## config.mk

```make
export PLATFORM = sky130hd
export DESIGN_NAME = tcnw_back
export DESIGN_NICKNAME = d
export VERILOG_FILES = /design/src/rtl/tcnw_pkg.sv /design/src/rtl/tcnw_back.sv
export SDC_FILE = /design/constraint.sdc
export NUM_CORES = 1
export LEC_CHECK = 0
export BUFFER_PORTS_ARGS = -buffer_cell sky130_fd_sc_hd__buf_2
export CAP_MARGIN = 10
export CORE_ASPECT_RATIO = 0.8
export CORE_UTILIZATION = 59
export CTS_BUF_LIST = sky130_fd_sc_hd__clkbuf_4 sky130_fd_sc_hd__clkbuf_8
export DETAILED_ROUTE_END_ITERATION = 12
export PLACE_DENSITY = 0.87
export SYNTH_ARGS = -nofsm -noshare
export SYNTH_HDL_FRONTEND = slang
export SYNTH_SLANG_ARGS = --single-unit
```

## constraint.sdc

```tcl
create_clock -name clk -period 4.6 [get_ports clk]
set_clock_uncertainty 0.1 [all_clocks]
set_input_delay 1.38 -clock clk [delete_from_list [all_inputs] [get_ports clk]]
set_output_delay 1.38 -clock clk [all_outputs]
set_load 0.02 [all_outputs]
```

## src/rtl/tcnw_pkg.sv

```systemverilog
package tcnw_pkg;

  localparam int COLUMNS = 80;
  localparam int ROWS = 25;
  localparam int LINE_BYTES = 2 * COLUMNS;
  localparam int SCREEN_BYTES = 2 * COLUMNS * ROWS;

  localparam int CUR_W = 12;
  localparam int COL_W = $clog2(LINE_BYTES);
  localparam int NUM_W = 32;
  localparam int GLYPH_W = 8;
  localparam int ATTR_W = 8;
  localparam int FUNC_W = 3;
  localparam int S_DATA_W = 40;
  localparam int M_DATA_W = 40;
  localparam int PLACE_W = 36;
  localparam int IDX_W = 4;

  localparam int QDEPTH = 4;
  localparam int QPTR_W = $clog2(QDEPTH);

  localparam logic [IDX_W-1:0] DEC_LAST_IDX = IDX_W'(9);
  localparam logic [IDX_W-1:0] HEX_LAST_IDX = IDX_W'(7);

  localparam logic [GLYPH_W-1:0] GLYPH_TAB = 8'h09;
  localparam logic [GLYPH_W-1:0] GLYPH_NEWLINE = 8'h0a;
  localparam logic [GLYPH_W-1:0] GLYPH_MINUS = 8'h2d;
  localparam logic [GLYPH_W-1:0] GLYPH_ZERO = 8'h30;
  localparam logic [GLYPH_W-1:0] GLYPH_A = 8'h61;
  localparam logic [GLYPH_W-1:0] GLYPH_X = 8'h78;

  localparam logic [ATTR_W-1:0] ATTR_RESET = 8'h07;

  typedef enum logic [FUNC_W-1:0] {
    FUNC_CHAR,
    FUNC_UDEC,
    FUNC_SDEC,
    FUNC_HEX,
    FUNC_HEX0X
  } func_t;

  typedef enum logic [2:0] {
    F_IDLE,
    F_CHAR,
    F_MINUS,
    F_ZERO,
    F_X,
    F_DEC,
    F_HEX
  } front_state_t;

  typedef struct packed {
    logic [GLYPH_W-1:0] glyph;
    logic               last;
  } q_entry_t;

  // k times the decimal weight of digit position idx (position 0 is 10^9)
  function automatic logic [PLACE_W-1:0] dec_multiple(input logic [IDX_W-1:0] idx,
                                                      input int k);
    logic [PLACE_W-1:0] r;
    case (idx)
      4'd0: r = PLACE_W'(k) * 36'd1000000000;
      4'd1: r = PLACE_W'(k) * 36'd100000000;
      4'd2: r = PLACE_W'(k) * 36'd10000000;
      4'd3: r = PLACE_W'(k) * 36'd1000000;
      4'd4: r = PLACE_W'(k) * 36'd100000;
      4'd5: r = PLACE_W'(k) * 36'd10000;
      4'd6: r = PLACE_W'(k) * 36'd1000;
      4'd7: r = PLACE_W'(k) * 36'd100;
      4'd8: r = PLACE_W'(k) * 36'd10;
      default: r = PLACE_W'(k);
    endcase
    return r;
  endfunction

  function automatic logic [GLYPH_W-1:0] hex_char(input logic [3:0] d);
    logic [GLYPH_W-1:0] r;
    if (d <= 4'd9) begin
      r = GLYPH_ZERO + {4'b0, d};
    end else begin
      r = GLYPH_A - 8'd10 + {4'b0, d};
    end
    return r;
  endfunction

endpackage

```

## src/rtl/tcnw_back.sv

```systemverilog
module tcnw_back (
  input  logic                           clk,
  input  logic                           rst,
  input  logic                           text_attribute_we,
  input  logic [tcnw_pkg::ATTR_W-1:0]    text_attribute,
  input  logic                           q_valid,
  input  tcnw_pkg::q_entry_t             q_head,
  output logic                           pop,
  output logic                           out_valid,
  input  logic                           out_ready,
  output logic [tcnw_pkg::CUR_W-1:0]     out_address,
  output logic [tcnw_pkg::GLYPH_W-1:0]   out_glyph,
  output logic [tcnw_pkg::ATTR_W-1:0]    out_attribute,
  output logic                           out_write,
  output logic [tcnw_pkg::CUR_W-1:0]     out_cursor,
  output logic                           out_last
);
  import tcnw_pkg::*;

  logic [ATTR_W-1:0] attribute;
  logic [CUR_W-1:0]  cursor;
  logic [COL_W-1:0]  col;
  logic [CUR_W-1:0]  cursor_next;
  logic [COL_W-1:0]  col_next;
  logic [CUR_W:0]    cur_sum;
  logic [COL_W:0]    col_sum;
  logic              is_write;

  assign pop = q_valid && (!out_valid || out_ready);

  // col tracks cursor modulo the line length
  always_comb begin
    is_write = 1'b0;
    if (q_head.glyph == GLYPH_NEWLINE) begin
      cur_sum = {1'b0, cursor} - (CUR_W+1)'(col) + (CUR_W+1)'(LINE_BYTES);
      col_sum = '0;
    end else if (q_head.glyph == GLYPH_TAB) begin
      cur_sum = {1'b0, cursor} + (CUR_W+1)'(8);
      col_sum = {1'b0, col} + (COL_W+1)'(8);
    end else begin
      is_write = 1'b1;
      cur_sum = {1'b0, cursor} + (CUR_W+1)'(2);
      col_sum = {1'b0, col} + (COL_W+1)'(2);
    end
    if (col_sum >= (COL_W+1)'(LINE_BYTES)) begin
      col_sum = col_sum - (COL_W+1)'(LINE_BYTES);
    end
    if (cur_sum >= (CUR_W+1)'(SCREEN_BYTES)) begin
      cursor_next = '0;
      col_next = '0;
    end else begin
      cursor_next = cur_sum[CUR_W-1:0];
      col_next = col_sum[COL_W-1:0];
    end
  end

  always_ff @(posedge clk) begin
    if (rst) begin
      attribute <= ATTR_RESET;
      cursor <= '0;
      col <= '0;
      out_valid <= 1'b0;
    end else begin
      if (text_attribute_we) begin
        attribute <= text_attribute;
      end
      if (pop) begin
        cursor <= cursor_next;
        col <= col_next;
        out_valid <= 1'b1;
      end else if (out_ready) begin
        out_valid <= 1'b0;
      end
    end
  end

  always_ff @(posedge clk) begin
    if (pop) begin
      out_address <= is_write ? cursor : '0;
      out_glyph <= is_write ? q_head.glyph : '0;
      out_attribute <= is_write ? attribute : '0;
      out_write <= is_write;
      out_cursor <= cursor_next;
      out_last <= q_head.last;
    end
  end

endmodule

```

== After elaboration in Yosys (flattened, before gate mapping) ==
Index checks and enable logic that the tools add are counted.
Cells by class
  add/subtract/negate cells: 7
  magnitude comparators: 2
  eq/ne operators: 2
  mux-type cells: 11
  reduce and logical (&&, ||, !) cells: 4
Operator list (count)
  $mux W13: 2
  $mux W9: 2
  $eq A8 B4 Y1 const B: 2
  $mux W8: 2
  $add A12 B2 Y13 const B: 1
  $add A12 B4 Y13 const B: 1
  $add A13 B8 Y13 const B: 1
  $ge A13 B12 Y1 const B: 1
  $sub A12 B8 Y13: 1
  $mux W12: 1
  $add A8 B2 Y9 const B: 1
  $add A8 B4 Y9 const B: 1
  $ge A9 B8 Y1 const B: 1
  $sub A8 B8 Y8 const B: 1
  $mux W1: 4
  $reduce_bool A2 Y1: 1
  $logic_and A1 B1 Y1: 1
  $logic_not A1 Y1: 1
  $logic_or A1 B1 Y1: 1
Storage, ports and cells
  bits in registers: 71
  input port bits: 22
  output and inout port bits: 44
  word-level logic and storage cells: 36

== Depth between registers and ports, before layout ==
  depth in word-level cells: 6
  mapped depth: 16
  mapped depth without buffers: 15

== Least setup slack after synthesis ==
OpenSTA, ideal clock, no wires.
  path kind: input port to output port
  start point: input port out_ready
  end point: output port pop
  arrival time: 2.595 ns
  required time: 3.120 ns
  slack: 0.525 ns
  stages: 3
  buffers on the path: 0
  path through: nand2b_1 nand2_1 inv_1
On the way
  cells in the longest elaborated chain, start to end: 2
Ends and longest elaborated chain
  start, declared: line tcnw_back.sv:10  | input logic out_ready,
  $logic_or A1 B1 Y1: line tcnw_back.sv:29  | assign pop = q_valid && (!out_valid || out_ready);
  $logic_and A1 B1 Y1: line tcnw_back.sv:29
  end, declared: line tcnw_back.sv:8  | output logic pop,
Every way passes these cells.

== Final worst setup path ==
  start point: register col[4]
  end point: register out_cursor[0] in the netlist's numbering, data pin
On the way
  cells in the longest elaborated chain, start to end: 5
Ends and longest elaborated chain
  start, declared: line tcnw_back.sv:22  | logic [COL_W-1:0] col;
  start signal, assigned: line tcnw_back.sv:69  | col <= col_next;
  $sub A12 B8 Y13: line tcnw_back.sv:35  | cur_sum = {1'b0, cursor} - (CUR_W+1)'(col) + (CUR_W+1)'(LINE_BYTES);
  $add A13 B8 Y13: line tcnw_back.sv:35
  $mux W13: line tcnw_back.sv:34  | if (q_head.glyph == GLYPH_NEWLINE) begin
  $ge A13 B12 Y1: line tcnw_back.sv:48  | if (cur_sum >= (CUR_W+1)'(SCREEN_BYTES)) begin
  $mux W12: line tcnw_back.sv:48
  via cursor_next[0]: line tcnw_back.sv:23  | logic [CUR_W-1:0] cursor_next;
  end signal, assigned: line tcnw_back.sv:83  | out_cursor <= cursor_next;
  end, declared: line tcnw_back.sv:15  | output logic [tcnw_pkg::CUR_W-1:0] out_cursor,
The timed path passes the listed nets, and every way through them passes these cells.
A chain may end at the register's enable or synchronous reset.

==> flow_metrics.env <==
export IMPL_rsz0062_at_grt="false"
export IMPL_syn_nets=459
export IMPL_wl_per_cell_um=17.2
export IMPL_crit_path_end_kind="flop"
export IMPL_fin_ws_ns=0.541
export IMPL_io_pin_count=66
export IMPL_power_density_nw_per_um2=306
export IMPL_cts_resized_gates=0
export IMPL_dieArea_um2=7100
export IMPL_synth_top_family_by_area="simple AND/OR/NAND/NOR gates"
export IMPL_worst_pin_slew_ns=0.805
export IMPL_synth_seq_area_share_pct=46.1
export IMPL_viasPerCell=6.09
export IMPL_path_cells="inv_1 -> ha_1 -> ha_1 -> a21o_1 -> a21oi_1 -> nand2_1 -> a311oi_1 -> o21bai_1 -> xnor2_1 -> o21bai_1 -> nand2_1 -> a211oi_1"
export IMPL_worstSkewPairLatency_ns=0.36
export IMPL_antenna_left=0
export IMPL_num_vias=3399
export IMPL_numCtsBuffers=9
export IMPL_firstDrtPassIters=5
export IMPL_overflow=0
export IMPL_leakage_nw=2.00
export IMPL_cp_required_ns=4.68
export IMPL_max_clock_freq_ghz=0.246
export IMPL_hold_path_class="flop to flop"
export IMPL_place_inst=542
export IMPL_netlist_cell_type_count=54
export IMPL_outcome="finished clean"
export IMPL_cts_root_buf="clkbuf_8"
export IMPL_path_max_fanout=14
export IMPL_die_x_um=94.0
export IMPL_drcViolationCount=0
export IMPL_synthFlopType="edfxtp_1"
export IMPL_crit_buf_inv=1
export IMPL_drv_cap=0
export IMPL_cts_sinks=71
export IMPL_synth_compound_area_share_pct=13.3
export IMPL_grt_max_degree=47
export IMPL_syn_area_um2=3990
export IMPL_crit_slowest_cell="a311oi_1"
export IMPL_syn_mean_instance_area_um2=9.76
export IMPL_synthAdderAreaFrac_pct=8.96
export IMPL_synthArstFlopShare_pct=0
export IMPL_ir_drop_mv=0.188
export IMPL_yosys_warnings=0
export IMPL_dpl_hpwl_um=6900
export IMPL_finalPower_w=0.00140
export IMPL_synth_cells=409
export IMPL_portBuffers=65
export IMPL_start_util_pct=61.7
export IMPL_pre_cts_slack_ns=0.302
export IMPL_grt_pass1_vias=2996
export IMPL_core_area_um2=6470
export IMPL_num_antenna_cells=0
export IMPL_synth_edf_count=42
export IMPL_fin_setup_tns_ns=0
export IMPL_synth_area_mux_share_pct=3.32
export IMPL_ctsHoldBuffers=0
export IMPL_slew_limit_headroom_pct=46.1
export IMPL_cts_setup_buffers=0
export IMPL_slowest_delay_ns=0.47
export IMPL_setup_viol_count_final=0
export IMPL_track_usage_pct=28.5
export IMPL_finalHoldViolCount=0
export IMPL_antenna_found_initial=0
export IMPL_n_fill_cell=478
export IMPL_synth_xor_area_share_pct=4.17
export IMPL_nNetsFinal=519
export IMPL_ys_seq_elements=71
export IMPL_synth_simple_area_share_pct=18.8
export IMPL_die_y_um=75.6
export IMPL_maxSlewViolCount=0
export IMPL_cts_tree="yes"
export IMPL_drt_iter0_markers=360
export IMPL_worst_ep_arrival_time_ns=4.14
export IMPL_grt_first_pass_wirelength_um=14800
export IMPL_min_period_over_period_pct=88.2
export IMPL_cp_top_family="compound AO/OA/AOI/OAI gates"
export IMPL_fin_crit_ns=4.06
export IMPL_std_cell_rows=26
export IMPL_routed_wl_um=9620
export IMPL_path_class="flop to flop"
export IMPL_h_tree_depth=3
export IMPL_drive_above_1_share_pct=20.5
export IMPL_areaGrowthSynthToFinish_pct=14.7
export IMPL_stdcell_count=558
export IMPL_clk_pin_slew_ns=0.08
export IMPL_max_clock_path_buffers=2
export IMPL_gp_congestion=0.894
export IMPL_start_kind="flop"
==> final timing paths <==
check	start	endpoint	slack (ns)	cells past startpoint
worst max-delay path	col[4]$_SDFFE_PP0P_	out_cursor[0]$_DFFE_PP_	0.54	12
worst min-delay path	attribute[5]$_SDFFE_PP0P_	attribute[5]$_SDFFE_PP0P_	0.39	2
worst max register to register	col[4]$_SDFFE_PP0P_	out_cursor[0]$_DFFE_PP_	0.54	12
worst min register to register	attribute[5]$_SDFFE_PP0P_	attribute[5]$_SDFFE_PP0P_	0.39	2
==> state kept, by name (all words and copies together), names as in the netlist <==
name           cells
attribute          8
out_cursor        12
out_attribute      8
out_address       12
cursor            12
out_last           1
out_write          1
out_valid          1
col                8
out_glyph          8
==> routing by layer <==
metal  wire length [um]  GRT usage (%)  up-vias
met2               4310           45.9      210
met1               4160           38.3     1570
li1                   -              -     1599
met3                948           6.39       20
met4                201           9.91        0
met5                  0              0        -
==> synthesized netlist by cell type, types with 2 or more instances <==
library cell   n  share of area (%)
and2_1         2               0.31
nor2_1        41                3.9
buf_2          4               0.50
o41ai_1        4               0.88
nor3b_1        4               0.75
xnor2_1       12                2.6
mux2i_1       11                2.8
o21ai_0       11                1.4
nor3_1        14                1.8
nand2b_1       4               0.63
ha_1          27                8.5
o21bai_1       3               0.56
xor2_1         7                1.5
a32oi_1        2               0.44
edfxtp_1      42                 32
nand2_1       38                3.6
nand4b_1       2               0.44
mux2_2         2               0.56
and3_1        21                3.3
a21oi_1       21                2.6
o211ai_1       4               0.75
a211oi_1       3               0.56
o31ai_1        3               0.56
buf_1          2               0.19
inv_1         30                2.8
clkbuf_1      17                1.6
dfxtp_1       29                 15
nand3_1        7               0.88
a21o_1         5               0.94
a32o_1         8                2.0
nand4_1        6               0.94
==> where the power goes <==
part	switching [W]	leakage [nW]	total [W]	internal (W)
logic	0.000111	1.26	0.000176	0.0000650
registers	0.0000158	0.648	0.000720	0.000704
clock network	0.000248	0.0967	0.000507	0.000259
total	0.000375	2.00	0.00140	0.00103
==> cells by family (layout without fill, tap and decap cells) <==
family	count (synthesis)	in the layout
flip-flops	71	71
buffers and inverters	54	119
XOR/XNOR	19	19
multiplexers	13	13
AO/OA/AOI/OAI	76	76
adder cells (fa/ha/maj)	28	28
AND/OR/NAND/NOR	148	148
==> stage by stage <==
stage	area [um2]	util [%]	hold WS, ns
after detailed placement	4380	67.7	0.364
after global routing	4580	70.8	0.417
after CTS	4580	70.8	0.391
after global placement	4380	67.7	0.349
final	4580	70.8	0.391
after floorplan	3990	-	0.333
==> worst min-delay path: stages, from the launching register on <==
cell and delay [ns]:
dfxtp_1 0.33, mux2i_1 0.06, nor2_1 0.07
==> layout make-up <==
cell class                      instances  area [um2]  area share, %
Multi-Input combinational cell        284        1940           42.3
Tap cell                               84         105           2.29
Sequential cell                        71        1840           40.2
Timing Repair Buffer                   73         385           8.41
Clock buffer                           10         131           2.87
Clock inverter                          6        67.6           1.48
Inverter                               30         113           2.46
==> cells in the final DEF (no fill, tap or decap), drive strengths merged, types with 14 or more instances in the layout <==
master  count
a21oi      22
nand2      38
nor2       41
buf        73
ha         27
dfxtp      29
nor3       14
edfxtp     42
and3       21
inv        31
(Power assumes the default switching activity.)
