<file path="config.mk">
export PLATFORM = sky130hd
export DESIGN_NAME = tcnw_queue
export DESIGN_NICKNAME = d
export VERILOG_FILES = /design/src/rtl/tcnw_pkg.sv /design/src/rtl/tcnw_queue.sv
export SDC_FILE = /design/constraint.sdc
export NUM_CORES = 1
export LEC_CHECK = 0
export BUFFER_PORTS_ARGS = -buffer_cell sky130_fd_sc_hd__buf_4
export CORE_UTILIZATION = 50
export CTS_BUF_LIST = sky130_fd_sc_hd__clkbuf_16
export CTS_CLUSTER_SIZE = 24
export DETAILED_ROUTE_END_ITERATION = 16
export HOLD_SLACK_MARGIN = 0.05
export PLACE_DENSITY = 0.74
export SYNTH_ARGS = -nofsm -noshare
export SYNTH_HDL_FRONTEND = slang
export SYNTH_SLANG_ARGS = --single-unit
</file>
<file path="constraint.sdc">
create_clock -name clk -period 1.4 [get_ports clk]
set_input_delay 0.07 -clock clk [delete_from_list [all_inputs] [get_ports clk]]
set_output_delay 0.07 -clock clk [all_outputs]
set_load 0.005 [all_outputs]
</file>
<file path="src/rtl/tcnw_pkg.sv">
package tcnw_pkg;

  localparam int COLUMNS = 80;
  localparam int ROWS = 25;
  localparam int LINE_BYTES = 2 * COLUMNS;
  localparam int SCREEN_BYTES = 2 * COLUMNS * ROWS;

  localparam int CUR_W = 12;
  localparam int COL_W = $clog2(LINE_BYTES);
  localparam int NUM_W = 32;
  localparam int GLYPH_W = 8;
  localparam int ATTR_W = 8;
  localparam int FUNC_W = 3;
  localparam int S_DATA_W = 40;
  localparam int M_DATA_W = 40;
  localparam int PLACE_W = 36;
  localparam int IDX_W = 4;

  localparam int QDEPTH = 4;
  localparam int QPTR_W = $clog2(QDEPTH);

  localparam logic [IDX_W-1:0] DEC_LAST_IDX = IDX_W'(9);
  localparam logic [IDX_W-1:0] HEX_LAST_IDX = IDX_W'(7);

  localparam logic [GLYPH_W-1:0] GLYPH_TAB = 8'h09;
  localparam logic [GLYPH_W-1:0] GLYPH_NEWLINE = 8'h0a;
  localparam logic [GLYPH_W-1:0] GLYPH_MINUS = 8'h2d;
  localparam logic [GLYPH_W-1:0] GLYPH_ZERO = 8'h30;
  localparam logic [GLYPH_W-1:0] GLYPH_A = 8'h61;
  localparam logic [GLYPH_W-1:0] GLYPH_X = 8'h78;

  localparam logic [ATTR_W-1:0] ATTR_RESET = 8'h07;

  typedef enum logic [FUNC_W-1:0] {
    FUNC_CHAR,
    FUNC_UDEC,
    FUNC_SDEC,
    FUNC_HEX,
    FUNC_HEX0X
  } func_t;

  typedef enum logic [2:0] {
    F_IDLE,
    F_CHAR,
    F_MINUS,
    F_ZERO,
    F_X,
    F_DEC,
    F_HEX
  } front_state_t;

  typedef struct packed {
    logic [GLYPH_W-1:0] glyph;
    logic               last;
  } q_entry_t;

  // k times the decimal weight of digit position idx (position 0 is 10^9)
  function automatic logic [PLACE_W-1:0] dec_multiple(input logic [IDX_W-1:0] idx,
                                                      input int k);
    logic [PLACE_W-1:0] r;
    case (idx)
      4'd0: r = PLACE_W'(k) * 36'd1000000000;
      4'd1: r = PLACE_W'(k) * 36'd100000000;
      4'd2: r = PLACE_W'(k) * 36'd10000000;
      4'd3: r = PLACE_W'(k) * 36'd1000000;
      4'd4: r = PLACE_W'(k) * 36'd100000;
      4'd5: r = PLACE_W'(k) * 36'd10000;
      4'd6: r = PLACE_W'(k) * 36'd1000;
      4'd7: r = PLACE_W'(k) * 36'd100;
      4'd8: r = PLACE_W'(k) * 36'd10;
      default: r = PLACE_W'(k);
    endcase
    return r;
  endfunction

  function automatic logic [GLYPH_W-1:0] hex_char(input logic [3:0] d);
    logic [GLYPH_W-1:0] r;
    if (d <= 4'd9) begin
      r = GLYPH_ZERO + {4'b0, d};
    end else begin
      r = GLYPH_A - 8'd10 + {4'b0, d};
    end
    return r;
  endfunction

endpackage

</file>
<file path="src/rtl/tcnw_queue.sv">
module tcnw_queue (
  input  logic              clk,
  input  logic              rst,
  input  logic              push,
  input  tcnw_pkg::q_entry_t push_entry,
  output logic              full,
  input  logic              pop,
  output logic              valid,
  output tcnw_pkg::q_entry_t head
);
  import tcnw_pkg::*;

  q_entry_t          mem [QDEPTH];
  logic [QPTR_W-1:0] wr_ptr;
  logic [QPTR_W-1:0] rd_ptr;
  logic [QPTR_W:0]   count;

  assign full = (count == (QPTR_W+1)'(QDEPTH));
  assign valid = (count != '0);
  assign head = mem[rd_ptr];

  always_ff @(posedge clk) begin
    if (rst) begin
      wr_ptr <= '0;
      rd_ptr <= '0;
      count <= '0;
    end else begin
      if (push) begin
        wr_ptr <= wr_ptr + 1'b1;
      end
      if (pop) begin
        rd_ptr <= rd_ptr + 1'b1;
      end
      if (push && !pop) begin
        count <= count + 1'b1;
      end else if (pop && !push) begin
        count <= count - 1'b1;
      end
    end
  end

  always_ff @(posedge clk) begin
    if (push) begin
      mem[wr_ptr] <= push_entry;
    end
  end

endmodule

</file>
== After elaboration in Yosys (flattened, before gate mapping) ==
Memories as Yosys holds them, arrays and structs flattened. A register that Yosys moved wholly into a read port is not among the register bits.
Cells that the tools add are included.

* Add/subtract/negate cells: 4
* Equality and inequality tests: 1
* Muxes and demuxes: 6
* Reductions and logical operators: 6

{| class="wikitable"
|+ Operator list
! kind !! count
|-
| $mux 3 || 2
|-
| $add 2x1->2 const B || 2
|-
| $mux 2 || 2
|-
| $add 3x1->3 const B || 1
|-
| $eq 3x3->1 const B || 1
|-
| $reduce_bool 3->1 || 1
|-
| $sub 3x1->3 const B || 1
|-
| $logic_and 1x1->1 || 2
|-
| $logic_not 1->1 || 2
|-
| $mux 1 || 2
|-
| $reduce_bool 2->1 || 1
|}

* Register bits: 7
* Memory bits (writable): 36
* Output and inout port bits: 11
* Word-level logic and storage cells: 21
* Memories: 1

{| class="wikitable"
|+ Memories
! name !! depth !! bits a word !! read ports !! clocked after Yosys merged registers in !! wr ports !! RTL line !! source
|-
| mem || 4 || 9 || 1 || 1 || 1 || tcnw_queue.sv:13 || <nowiki>q_entry_t mem [QDEPTH];</nowiki>
|}

== Depth between registers and ports, before layout ==
Gate-level depths: netlist of the first run.

* Depth in word-level cells: 4
* Depth in mapped cells: 7

== Least setup slack after synthesis of the first run ==
Ideal clock, no wire load.

* Kind: register to register
* Start: reg count[0]
* End: reg count[2]
* Setup time: 70 ps
* Arrival: 1338 ps
* Path slack: -8 ps
* Cell stages (with the launch flop): 5
* Buffers on the path: 0
* Period minus slack after synthesis: 1408 ps
* Cells stage by stage: dfxtp_1 -> fa_1 -> xor2_1 -> or3_1 -> a21oi_1

* Cells in the longest elaborated chain, start to end: 3
* Elaborated cells between the ends (all ways): 4
* Classes of those cells: 2 x add/sub; 2 x mux

{| class="wikitable"
|+ RTL lines
! element !! RTL line !! source
|-
| from (decl) || tcnw_queue.sv:16 || <nowiki>logic [QPTR_W:0] count;</nowiki>
|-
| from (signal assigned) || tcnw_queue.sv:35 || <nowiki>count <= count + 1'b1;</nowiki>
|-
| from (signal assigned) || tcnw_queue.sv:37 || <nowiki>count <= count - 1'b1;</nowiki>
|-
| $sub 3x1->3 || tcnw_queue.sv:37 ||
|-
| $mux 3 || tcnw_queue.sv:36 || <nowiki>end else if (pop && !push) begin</nowiki>
|-
| $mux 3 * || tcnw_queue.sv:34 || <nowiki>if (push && !pop) begin</nowiki>
|}

Every way passes the cells marked *; elsewhere a longest branch is shown, timed or not. The select of a mux whose other input is x is not followed.
A chain may end at the register's enable or synchronous reset.

== Worst setup path in the final report of the first run ==
* Start: reg count[1]
* End: reg count[2]

The elaborated chain is that of the path after synthesis.

==> reports/results.md, run 1 <==
Outcome
* **violations in the final reports** setup timing
* **outcome** complete, but fails checks

Detailed routing
* **final routed wirelength across all metal layers** 2.793 mm
* **DR vias/cell** 4.898
* **detailed-routing iteration count for the pre-antenna-repair pass** 4
* **WL/cell** 15.02 um
* **DRC violation total after the first TritonRoute iteration** 54
* **total number of vias** 911
* **antenna-violating nets left** 0
* **DRC violations left** 0

Critical path
* **endpoint class of the critical path** flip-flop
* **slowest library cell on the worst path** sky130_fd_sc_hd__or3_1
* **Critical Path RT** 1.61 ns
* **arrival time at the worst endpoint** 1.72 ns
* **critical path type** reg2reg
* **startpoint type of the worst setup path** flip-flop
* **crit-path max cell delay** 0.39 ns
* **critical path, cell by cell** fa_2 > xor2_1 > or3_1 > a21oi_2
* **Bufs and invs on worst path** 0
* **kind of cell adding the most delay to the critical path** simple AND/OR/NAND/NOR gates
* **CP max FO** 4

Final layout
* **final instance count without filler cells** 186
* **final std cell area, no fill** 2326 um2
* **layout overhead on the synthesized area** 34.42%
* **post-layout utilization of the core** 0.7319
* **net count of the finished layout** 160
* **share of post-route cells with drive strength above 1** 0.3873
* **total inserted antenna cells** 0

Pwr
* **Max rail drop VDD** 0.0008718 V
* **sum of internal, switching and leakage power** 0.003110 W
* **leakage power figure** 0.8810 nW
* **pwr dens** 1337 nW/um2

CTS
* **Clk Tree Root Cell** sky130_fd_sc_hd__clkbuf_16
* **number of buffers inserted during clock tree synthesis** 5
* **maximum buffer depth of the clock tree** 2
* **clock-pin slew reported for the worst setup and hold paths after clock tree synthesis** 0.05 ns
* **TritonCTS clock tree** done
* **clk_lat worst skew** 0.28 ns
* **maximum level of the CTS H-tree** 2
* **# clock sinks** 45
* **# Post-CTS Setup Buffers** 0

GRT
* **via count of the first global-routing pass** 975
* **total congestion overflow after global routing** 0
* **initial antenna violation count** 0
* **overall track demand over capacity in global routing** 0.1799
* **pin count of the biggest net entering global routing** 14
* **wire length of the first global-routing pass** 4.291 mm

Place
* **Port Buffers** 23
* **gp weighted congestion** 0.6906
* **dpl cell area** 2038 um2
* **detailed placer's ending HPWL** 1.906 mm
* **placed cell count** 168

Floorplanning
* **number of placed I/O pins** 24
* **vertical die dimension** 60.83 um
* **starting density of the core** 0.5445
* **width of the chip** 60.83 um
* **# rows** 20
* **core region area** 3178 um2
* **floorplan die area** 3700 um2

STA
* **WHS** 0.1691 ns
* **share of the cycle needed by the critical path after routing** 1.079
* **relative slew slack** 0.6815
* **maximum operating frequency** 662.0 MHz
* **unrepaired setup endpoints after global routing** true
* **clock tree skew after final layout** 0.001821 ns
* **final hold violation count** 0
* **Slew @ Worst Pin** 0.4778 ns
* **final max-slew violation count** 0
* **worst path setup slack after routing** -0.1107 ns
* **Finish-stage setup viols** 10
* **post-route minimum period** 1.511 ns

Synth
* **average size of a mapped cell** 19.02 um2
* **Synth Register Bits** 45
* **post-synthesis instance area** 1730 um2
* **asr flop ratio synth** 0
* **count of distinct cell types in the synthesized netlist** 19
* **share of synthesized area occupied by flip-flops and latches** 0.7289
* **synthesis warning total** 0
* **syn_nets** 110
* **number of flops mapped to enable cells by yosys** 36
* **most common flop cell mapped by yosys** sky130_fd_sc_hd__edfxtp_1
* **cells after synthesis** 91

Min path
* **hold crit path type** in2reg

Run
* **total of max-cap violations** 0

==> per-stage QoR <==
| step | TNS, ns | setup slack [ns] |
|---|---|---|
| 2_1_floorplan | 0 | 0.03803 |
| 3_3_place_gp | -0.009179 | -0.009179 |
| 3_5_place_dp | -0.08881 | -0.08881 |
| 4_1_cts | -0.6365 | -0.07792 |
| 5_1_grt | -1.181 | -0.1564 |
| 6_report | -0.6230 | -0.1107 |
==> kinds of logic (layout without fill, tap and decap cells) <==
family          count (synthesis)  count (layout)  synth area share
flops                          45              45            0.7289
simple gates                   15              15           0.04338
mux                            11              11            0.1287
buf+inv                         7              58           0.02024
fa+ha+maj                       6               6           0.04772
xor+xnor                        5               5           0.02531
compound gates                  2               2          0.005779
==> per-layer routing <==
metal	global-route usage	part of all wire	up-vias
li1	-	-	440
met1	0.1872	0.41	445
met2	0.3124	0.53	18
met3	0.06397	0.034	8
met4	0.1071	0.024	0
met5	0	0	-
==> worst reg2reg max path, delay by kind of cell, from the launching register on <==
family          cells  cell delay, ns
compound gates      1            0.15
flops               1            0.35
simple gates        1            0.39
xor+xnor            1            0.18
fa+ha+maj           1            0.36
==> cells in the final DEF, fill, tap and decap left out, types with 2 or more instances in the layout <==
cell                             n
sky130_fd_sc_hd__clkinv_1        2
sky130_fd_sc_hd__inv_1           4
sky130_fd_sc_hd__or3_1           2
sky130_fd_sc_hd__dlygate4sd3_1  10
sky130_fd_sc_hd__xnor2_1         2
sky130_fd_sc_hd__xor2_1          3
sky130_fd_sc_hd__buf_6          11
sky130_fd_sc_hd__mux2i_1         2
sky130_fd_sc_hd__ha_1            5
sky130_fd_sc_hd__clkbuf_16       5
sky130_fd_sc_hd__buf_4          25
sky130_fd_sc_hd__mux4_2          9
sky130_fd_sc_hd__and2_1          4
sky130_fd_sc_hd__dfxtp_1         7
sky130_fd_sc_hd__nor2_1          7
sky130_fd_sc_hd__edfxtp_1       36
==> where the power goes <==
part | total, W | internal [W] | switching (W)
combinational | 0.000463 | 0.000278 | 0.000184
sequential | 0.00157 | 0.00153 | 0.0000339
clock | 0.00108 | 0.000644 | 0.000437
total | 0.00311 | 0.00245 | 0.000656
==> cell usage after synthesis (2+ instances only) <==
library cell,count,area share
sky130_fd_sc_hd__and2_1,4,0.014
sky130_fd_sc_hd__dfxtp_1,9,0.10
sky130_fd_sc_hd__edfxtp_1,36,0.62
sky130_fd_sc_hd__ha_1,5,0.036
sky130_fd_sc_hd__inv_1,4,0.0087
sky130_fd_sc_hd__mux2i_1,2,0.012
sky130_fd_sc_hd__mux4_2,9,0.12
sky130_fd_sc_hd__nor2_1,7,0.015
sky130_fd_sc_hd__or3_1,2,0.0072
sky130_fd_sc_hd__xnor2_1,2,0.010
sky130_fd_sc_hd__xor2_1,3,0.015
==> what timing repair did <==
item                                    4_1_cts  5_1_grt
endpoints found under the setup margin       10       10
endpoints found under the hold margin        45        0
pin swaps                                     2        1
hold buffers                                 10        0
resized for setup                            13        2
==> sequential cells by signal (all words and copies together), names as in the netlist, named ones only <==
register and cells:
wr_ptr 2, rd_ptr 2, mem 36, count 3
==> cell type report <==
type	instances	area (um2)
inverters	4	15.01
flip-flops and latches	45	1266
well taps	44	55.05
clock inverters	3	12.51
multi-input cells	39	440.4
fillers	207	852.1
repair buffers	46	411.6
clock buffers	5	125.1
==> path summary, 6_finish.rpt <==
path                  from        end  slack [ns]  depth (start not counted)
hold reg to reg   count[1]   count[1]        0.53                          2
setup reg to reg  count[1]   count[2]       -0.11                          4
setup / recovery  count[1]   count[2]       -0.11                          4
hold / removal         pop  rd_ptr[0]        0.17                          4
Power figures use the tool's default switching activity.
==> run 2, diff against run 1 <==
- SETUP_SLACK_MARGIN: unset -> 0.4
==> reports/results.md, run 2 (synthesized netlist as in run 1, its figures left out) <==
Outcome
* **outcome** complete, but fails checks, unchanged
* **violations in the final reports** setup timing, unchanged

CTS
* **clock-pin slew reported for the worst setup and hold paths after clock tree synthesis** 0.06 ns, was 0.05 ns
* **maximum buffer depth of the clock tree** 2, unchanged
* **Clk Tree Root Cell** sky130_fd_sc_hd__clkbuf_16, unchanged
* **# clock sinks** 45, unchanged
* **number of buffers inserted during clock tree synthesis** 5, unchanged
* **maximum level of the CTS H-tree** 2, unchanged
* **TritonCTS clock tree** done, unchanged
* **clk_lat worst skew** 0.28 ns, about the same

Pwr
* **Power Internal** 0.002673 W, was 0.002454 W
* **part of the power in combinational logic** 0.151, was 0.149
* **pwr dens** 1373 nW/um2, was 1337 nW/um2
* **Net Sw Frac** 0.2040, was 0.2109
* **clock group share of total power** 0.377, was 0.348
* **sequential cell fraction of total power** 0.472, was 0.504
* **Max rail drop VDD** 0.001016 V, was 0.0008718 V
* **switching power** 0.0006849 W, was 0.0006559 W
* **leakage power figure** 0.8968 nW, was 0.8810 nW

Floorplanning
* **starting density of the core** 0.5445, unchanged
* **# rows** 20, unchanged
* **width of the chip** 60.83 um, unchanged
* **number of placed I/O pins** 24, unchanged
* **floorplan die area** 3700 um2, unchanged
* **core region area** 3178 um2, unchanged
* **vertical die dimension** 60.83 um, unchanged

Final layout
* **post-layout utilization of the core** 0.7697, was 0.7319
* **registers with the most flip-flops** mem x36, count x3, unchanged
* **total inserted antenna cells** 0, unchanged
* **share of post-route cells with drive strength above 1** 0.5000, was 0.3873
* **most common cell after layout, fill and taps aside** sky130_fd_sc_hd__edfxtp_1, unchanged
* **largest register by flop count** mem, unchanged
* **net count of the finished layout** 158, was 160
* **layout overhead on the synthesized area** 41.36%, was 34.42%
* **final instance count without filler cells** 184, was 186
* **number of flip-flops under the largest register name** 36, unchanged
* **commonest cells after routing, fill and taps aside** 36 x sky130_fd_sc_hd__edfxtp_1, 18 x sky130_fd_sc_hd__buf_4, 10 x sky130_fd_sc_hd__dlygate4sd3_1, 10 x sky130_fd_sc_hd__buf_6, 9 x sky130_fd_sc_hd__mux4_2, was 36 x sky130_fd_sc_hd__edfxtp_1, 25 x sky130_fd_sc_hd__buf_4, 11 x sky130_fd_sc_hd__buf_6

Detailed routing
* **antenna-violating nets left** 0, unchanged
* **total number of vias** 948, was 911
* **DRC violations left** 0, unchanged
* **DR vias/cell** 5.152, was 4.898
* **DRC violation total after the first TritonRoute iteration** 33, was 54
* **WL/cell** 16.87 um, was 15.02 um
* **detailed-routing iteration count for the pre-antenna-repair pass** 4, unchanged
* **final routed wirelength across all metal layers** 3.104 mm, was 2.793 mm

Min path
* **terminating pin of the worst hold path** rd_ptr[0], unchanged
* **Min-Delay Path Depth** 3, was 4
* **hold path startpoint** pop, unchanged
* **hold crit path type** in2reg, unchanged

GRT
* **met3 routing resource usage after global routing** 0.05757, was 0.06397
* **overall track demand over capacity in global routing** 0.2014, was 0.1799
* **initial antenna violation count** 0, unchanged
* **via count of the first global-routing pass** 991, was 975
* **global routing's busiest layer** met2, unchanged
* **global routing met2 resource utilization** 0.3328, was 0.3124
* **pin count of the biggest net entering global routing** 14, unchanged
* **wire length of the first global-routing pass** 4.968 mm, was 4.291 mm
* **met1 layer usage reported by global route** 0.2668, was 0.1872
* **total congestion overflow after global routing** 0, unchanged

STA
* **unrepaired setup endpoints after global routing** true, unchanged
* **relative slew slack** 0.8370, was 0.6815
* **final max-slew violation count** 0, unchanged
* **final hold violation count** 0, unchanged
* **clock tree skew after final layout** 0.003874 ns, was 0.001821 ns
* **Finish-stage setup viols** 10, unchanged
* **Slew @ Worst Pin** 0.2419 ns, was 0.4778 ns
* **maximum operating frequency** 674.1 MHz, was 662.0 MHz
* **post-route minimum period** 1.484 ns, was 1.511 ns
* **share of the cycle needed by the critical path after routing** 1.060, was 1.079
* **worst path setup slack after routing** -0.08351 ns, was -0.1107 ns

Critical path
* **capture instance of the worst register-to-register path** count[2], unchanged
* **startpoint of the worst-slack reg-to-reg timing path** count[1], unchanged
* **critical path type** reg2out, was reg2reg
* **setup slack of the worst register-to-register path** 0 ns, was -0.11 ns
* **r2r worst-path depth** 4, unchanged
* **endpoint class of the critical path** primary output, was flip-flop
* **startpoint type of the worst setup path** flip-flop, unchanged
* **CP max FO** 5, was 4
* **arrival time at the worst endpoint** 1.41 ns, was 1.72 ns
* **Critical Path RT** 1.33 ns, was 1.61 ns

Place
* **gp weighted congestion** 0.6850, was 0.6906
* **Port Buffers** 23, unchanged
* **placed cell count** 160, was 168
* **detailed placer's ending HPWL** 1.848 mm, was 1.906 mm

Run
* **total of max-cap violations** 0, unchanged

-- run 2: cell count changes in the layout (fill, tap and decap cells not counted), moves of 3 or more --
cell	delta
sky130_fd_sc_hd__and2_4	+8
sky130_fd_sc_hd__buf_4	-7
sky130_fd_sc_hd__ha_1	-5
sky130_fd_sc_hd__and2_1	-4
sky130_fd_sc_hd__ha_4	+4
sky130_fd_sc_hd__dfxtp_1	-3
sky130_fd_sc_hd__dfxtp_4	+3
sky130_fd_sc_hd__inv_1	-3
-- run 2: layout make-up --
type | count | area (um2)
Sequential cell | 45 | 1277
Fill cell | 201 | 732.0
Multi-Input combinational cell | 43 | 543.0
Timing Repair Buffer | 40 | 387.9
Clock buffer | 5 | 125.1
Tap cell | 44 | 55.05
Clock inverter | 3 | 37.54
Inverter | 4 | 20.02
-- run 2: how the worst max path moves through the flow --
stage | from | end | cells past startpoint
6_report | flip-flop | head[0] | 3
5_1_grt | flip-flop | head[0] | 3
3_5_place_dp | pop | count[2] | 8
3_3_place_gp | pop | count[2] | 8
4_1_cts | flip-flop | head[0] | 3
2_1_floorplan | pop | count[2] | 7
-- run 2: timing repair --
| action | in CTS | in global routing |
|---|---|---|
| hold buffers | 10 | 0 |
| setup endpoints to repair | 50 | 49 |
| gates resized for setup | 27 | 4 |
| setup buffers | 2 | 0 |
| gates cloned | 4 | 0 |
| pin swaps | 4 | 3 |
| endpoints found under the hold margin | 45 | 0 |
-- run 2: metal layers --
metal  part of all wire  routed length [um]
met5                  0                   0
met4             0.0068                  21
met3              0.045                 140
met2               0.52                1607
met1               0.43                1335
-- run 2: power groups by stage --
stage	clock network [W]	logic, W	registers [W]
2_1_floorplan	0	0.000218	0.00159
3_3_place_gp	0	0.000384	0.00160
3_5_place_dp	0	0.000400	0.00160
4_1_cts	0.00128	0.000501	0.00158
5_1_grt	0.00134	0.000557	0.00159
6_report	0.00127	0.000508	0.00158
-- run 2: critical path, stage by stage (launching register included) --
cell and delay, ns:
sky130_fd_sc_hd__dfxtp_4 0.37, sky130_fd_sc_hd__buf_12 0.12, sky130_fd_sc_hd__mux4_2 0.51, sky130_fd_sc_hd__buf_6 0.13
-- run 2: stage by stage --
step | hold WS, ns | worst slack [ns] | total power [W] | TNS (ns) | instance area (um2)
2_1_floorplan | 0.1689 | 0.1031 | 0.001808 | 0 | 1755
3_3_place_gp | 0.2698 | -0.03226 | 0.001982 | -0.03226 | 2022
3_5_place_dp | 0.2728 | -0.1188 | 0.002003 | -0.1188 | 2022
4_1_cts | 0.07690 | -0.09754 | 0.003364 | -0.7053 | 2432
5_1_grt | 0.1049 | -0.1330 | 0.003492 | -1.060 | 2446
6_report | 0.07853 | -0.08351 | 0.003357 | -0.6129 | 2446
==> run 3, diff against run 2 <==
- CORE_UTILIZATION: 50 -> 53
- CTS_BUF_LIST: sky130_fd_sc_hd__clkbuf_16 -> sky130_fd_sc_hd__clkbuf_4 sky130_fd_sc_hd__clkbuf_8
- PLACE_DENSITY: 0.74 -> 0.77
- SLEW_MARGIN: unset -> 30
==> reports/results.md, run 3 (synthesized netlist as in run 1, its figures left out) <==
CTS
* **maximum buffer depth of the clock tree** 2, unchanged
* **TritonCTS clock tree** done, unchanged
* **maximum level of the CTS H-tree** 2, unchanged
* **number of buffers inserted during clock tree synthesis** 5, unchanged
* **clock-pin slew reported for the worst setup and hold paths after clock tree synthesis** 0.12 ns, was 0.06 ns
* **# clock sinks** 45, unchanged
* **clk_lat worst skew** 0.35 ns, was 0.28 ns
* **Clk Tree Root Cell** sky130_fd_sc_hd__clkbuf_4, was sky130_fd_sc_hd__clkbuf_16

Floorplanning
* **number of placed I/O pins** 24, unchanged
* **# rows** 20, unchanged
* **width of the chip** 59.14 um, was 60.83 um
* **vertical die dimension** 59.14 um, was 60.83 um
* **core region area** 3078 um2, was 3178 um2
* **floorplan die area** 3498 um2, was 3700 um2
* **starting density of the core** 0.5622, was 0.5445

GRT
* **met3 routing resource usage after global routing** 0.08297, was 0.05757
* **global routing's busiest layer** met2, unchanged
* **met1 layer usage reported by global route** 0.2424, was 0.2668
* **wire length of the first global-routing pass** 5.126 mm, was 4.968 mm
* **pin count of the biggest net entering global routing** 14, unchanged
* **via count of the first global-routing pass** 1031, was 991
* **global routing met2 resource utilization** 0.3718, was 0.3328
* **total congestion overflow after global routing** 0, unchanged
* **overall track demand over capacity in global routing** 0.2242, was 0.2014
* **initial antenna violation count** 0, unchanged

Final layout
* **largest register by flop count** mem, unchanged
* **total inserted antenna cells** 0, unchanged
* **commonest cells after routing, fill and taps aside** 36 x sky130_fd_sc_hd__edfxtp_1, 18 x sky130_fd_sc_hd__buf_4, 12 x sky130_fd_sc_hd__buf_6, was 36 x sky130_fd_sc_hd__edfxtp_1, 18 x sky130_fd_sc_hd__buf_4, 10 x sky130_fd_sc_hd__dlygate4sd3_1, 10 x sky130_fd_sc_hd__buf_6, 9 x sky130_fd_sc_hd__mux4_2
* **share of post-route cells with drive strength above 1** 0.5352, was 0.5000
* **most common cell after layout, fill and taps aside** sky130_fd_sc_hd__edfxtp_1, unchanged
* **net count of the finished layout** 160, was 158
* **number of flip-flops under the largest register name** 36, unchanged
* **post-layout utilization of the core** 0.7752, was 0.7697
* **area of the multi-input gates** 554.3 um2, was 543.0 um2
* **Fillers** 180, was 201
* **layout overhead on the synthesized area** 37.89%, was 41.36%
* **Reg area** 1281 um2, was 1277 um2
* **registers with the most flip-flops** mem x36, count x3, unchanged

Critical path
* **crit-path max cell delay** 0.52 ns, was 0.51 ns
* **critical path type** reg2out, unchanged
* **startpoint of the worst-slack reg-to-reg timing path** count[1], unchanged
* **capture point of the worst path** head[1], was head[0]
* **endpoint class of the critical path** primary output, unchanged
* **CP max FO** 5, unchanged
* **arrival time at the worst endpoint** 1.53 ns, was 1.41 ns
* **startpoint type of the worst setup path** flip-flop, unchanged
* **setup slack of the worst register-to-register path** -0.04 ns, was 0 ns
* **critical path, cell by cell** buf_12 > mux4_2 > buf_6, unchanged
* **slowest library cell on the worst path** sky130_fd_sc_hd__mux4_2, unchanged
* **r2r worst-path depth** 4, unchanged
* **capture instance of the worst register-to-register path** count[2], unchanged
* **Critical Path RT** 1.33 ns, about the same

Min path
* **Min-Delay Path Depth** 4, was 3
* **hold crit path type** in2reg, unchanged

STA
* **Setup TNS Final** -1.756 ns, was -0.6129 ns
* **Finish-stage setup viols** 10, unchanged
* **Slew @ Worst Pin** 0.2134 ns, was 0.2419 ns
* **share of the cycle needed by the critical path after routing** 1.143, was 1.060
* **WHS** 0.1104 ns, was 0.07853 ns
* **final hold violation count** 0, unchanged
* **final max-slew violation count** 0, unchanged
* **unrepaired setup endpoints after global routing** true, unchanged
* **maximum operating frequency** 625.0 MHz, was 674.1 MHz
* **worst path setup slack after routing** -0.2001 ns, was -0.08351 ns
* **post-route minimum period** 1.600 ns, was 1.484 ns
* **relative slew slack** 0.8563, was 0.8370
* **clock tree skew after final layout** 0.009982 ns, was 0.003874 ns

Outcome
* **violations in the final reports** setup timing, unchanged
* **outcome** complete, but fails checks, unchanged

Detailed routing
* **DR vias/cell** 5.280, was 5.152
* **DRC violation total after the first TritonRoute iteration** 18, was 33
* **WL/cell** 18.39 um, was 16.87 um
* **DRC violations left** 0, unchanged
* **total number of vias** 982, was 948
* **final routed wirelength across all metal layers** 3.420 mm, was 3.104 mm
* **detailed-routing iteration count for the pre-antenna-repair pass** 5, was 4
* **antenna-violating nets left** 0, unchanged

Pwr
* **Max rail drop VDD** 0.0008020 V, was 0.001016 V
* **leakage power figure** 0.8625 nW, was 0.8968 nW
* **pwr dens** 1164 nW/um2, was 1373 nW/um2

Place
* **Port Buffers** 23, unchanged
* **gp weighted congestion** 0.7077, was 0.6850

Run
* **total of max-cap violations** 0, unchanged

==> run 3: final cells by class <==
type,instances,area share
Sequential cell,45,0.5370
Multi-Input combinational cell,43,0.2323
Inverter,4,0.008390
Clock inverter,1,0.003146
Tap cell,44,0.02307
Clock buffer,7,0.02202
Timing Repair Buffer,42,0.1741
==> run 3: routing by layer <==
metal | up-vias | routed length (um)
met5 | - | 0
met4 | 0 | 87
met3 | 9 | 224
met2 | 38 | 1797
met1 | 492 | 1310
li1 | 443 | -
==> run 3: how the worst min path moves through the flow <==
stage	to	start	slack [ns]
2_1_floorplan	mem[0][0]	push_entry[0]	0.17
3_3_place_gp	mem[2][2]	push_entry[2]	0.27
3_5_place_dp	mem[0][5]	push_entry[5]	0.28
4_1_cts	rd_ptr[0]	pop	0.10
5_1_grt	rd_ptr[0]	pop	0.12
6_report	rd_ptr[0]	pop	0.11
==> run 3: where the power goes <==
group / internal (W) / total (W) / switching, W
Clock: 0.000237 / 0.000631 / 0.000393
Sequential: 0.00153 / 0.00159 / 0.0000563
Combinational: 0.000346 / 0.000558 / 0.000213
Total: 0.00212 / 0.00278 / 0.000662
==> run 3: critical path: cells and delay by family (launching register included) <==
family,cells,cell delay (ns)
multiplexers,1,0.52
buffers and inverters,2,0.26
flip-flops,1,0.40
==> run 3: repair_timing <==
action | in CTS | in global routing
endpoints found under the setup margin | 50 | 50
cloned | 4 | 1
resized for setup | 30 | 7
hold buffers | 10 | 0
setup buffers | 1 | 2
hold endpoints to repair | 45 | 0
pin swaps | 5 | 4
==> run 3: per-stage QoR <==
stage / cell area, um2 / cells / total power (W) / setup slack (ns)
global placement: 2009 / 160 / 0.001965 / -0.02123
global route: 2386 / 186 / 0.002876 / -0.2472
CTS: 2317 / 183 / 0.002716 / -0.2234
floorplan: 1755 / 91 / 0.001808 / 0.1031
detailed placement: 2009 / 160 / 0.001996 / -0.1457
finish: 2386 / 186 / 0.002777 / -0.2001
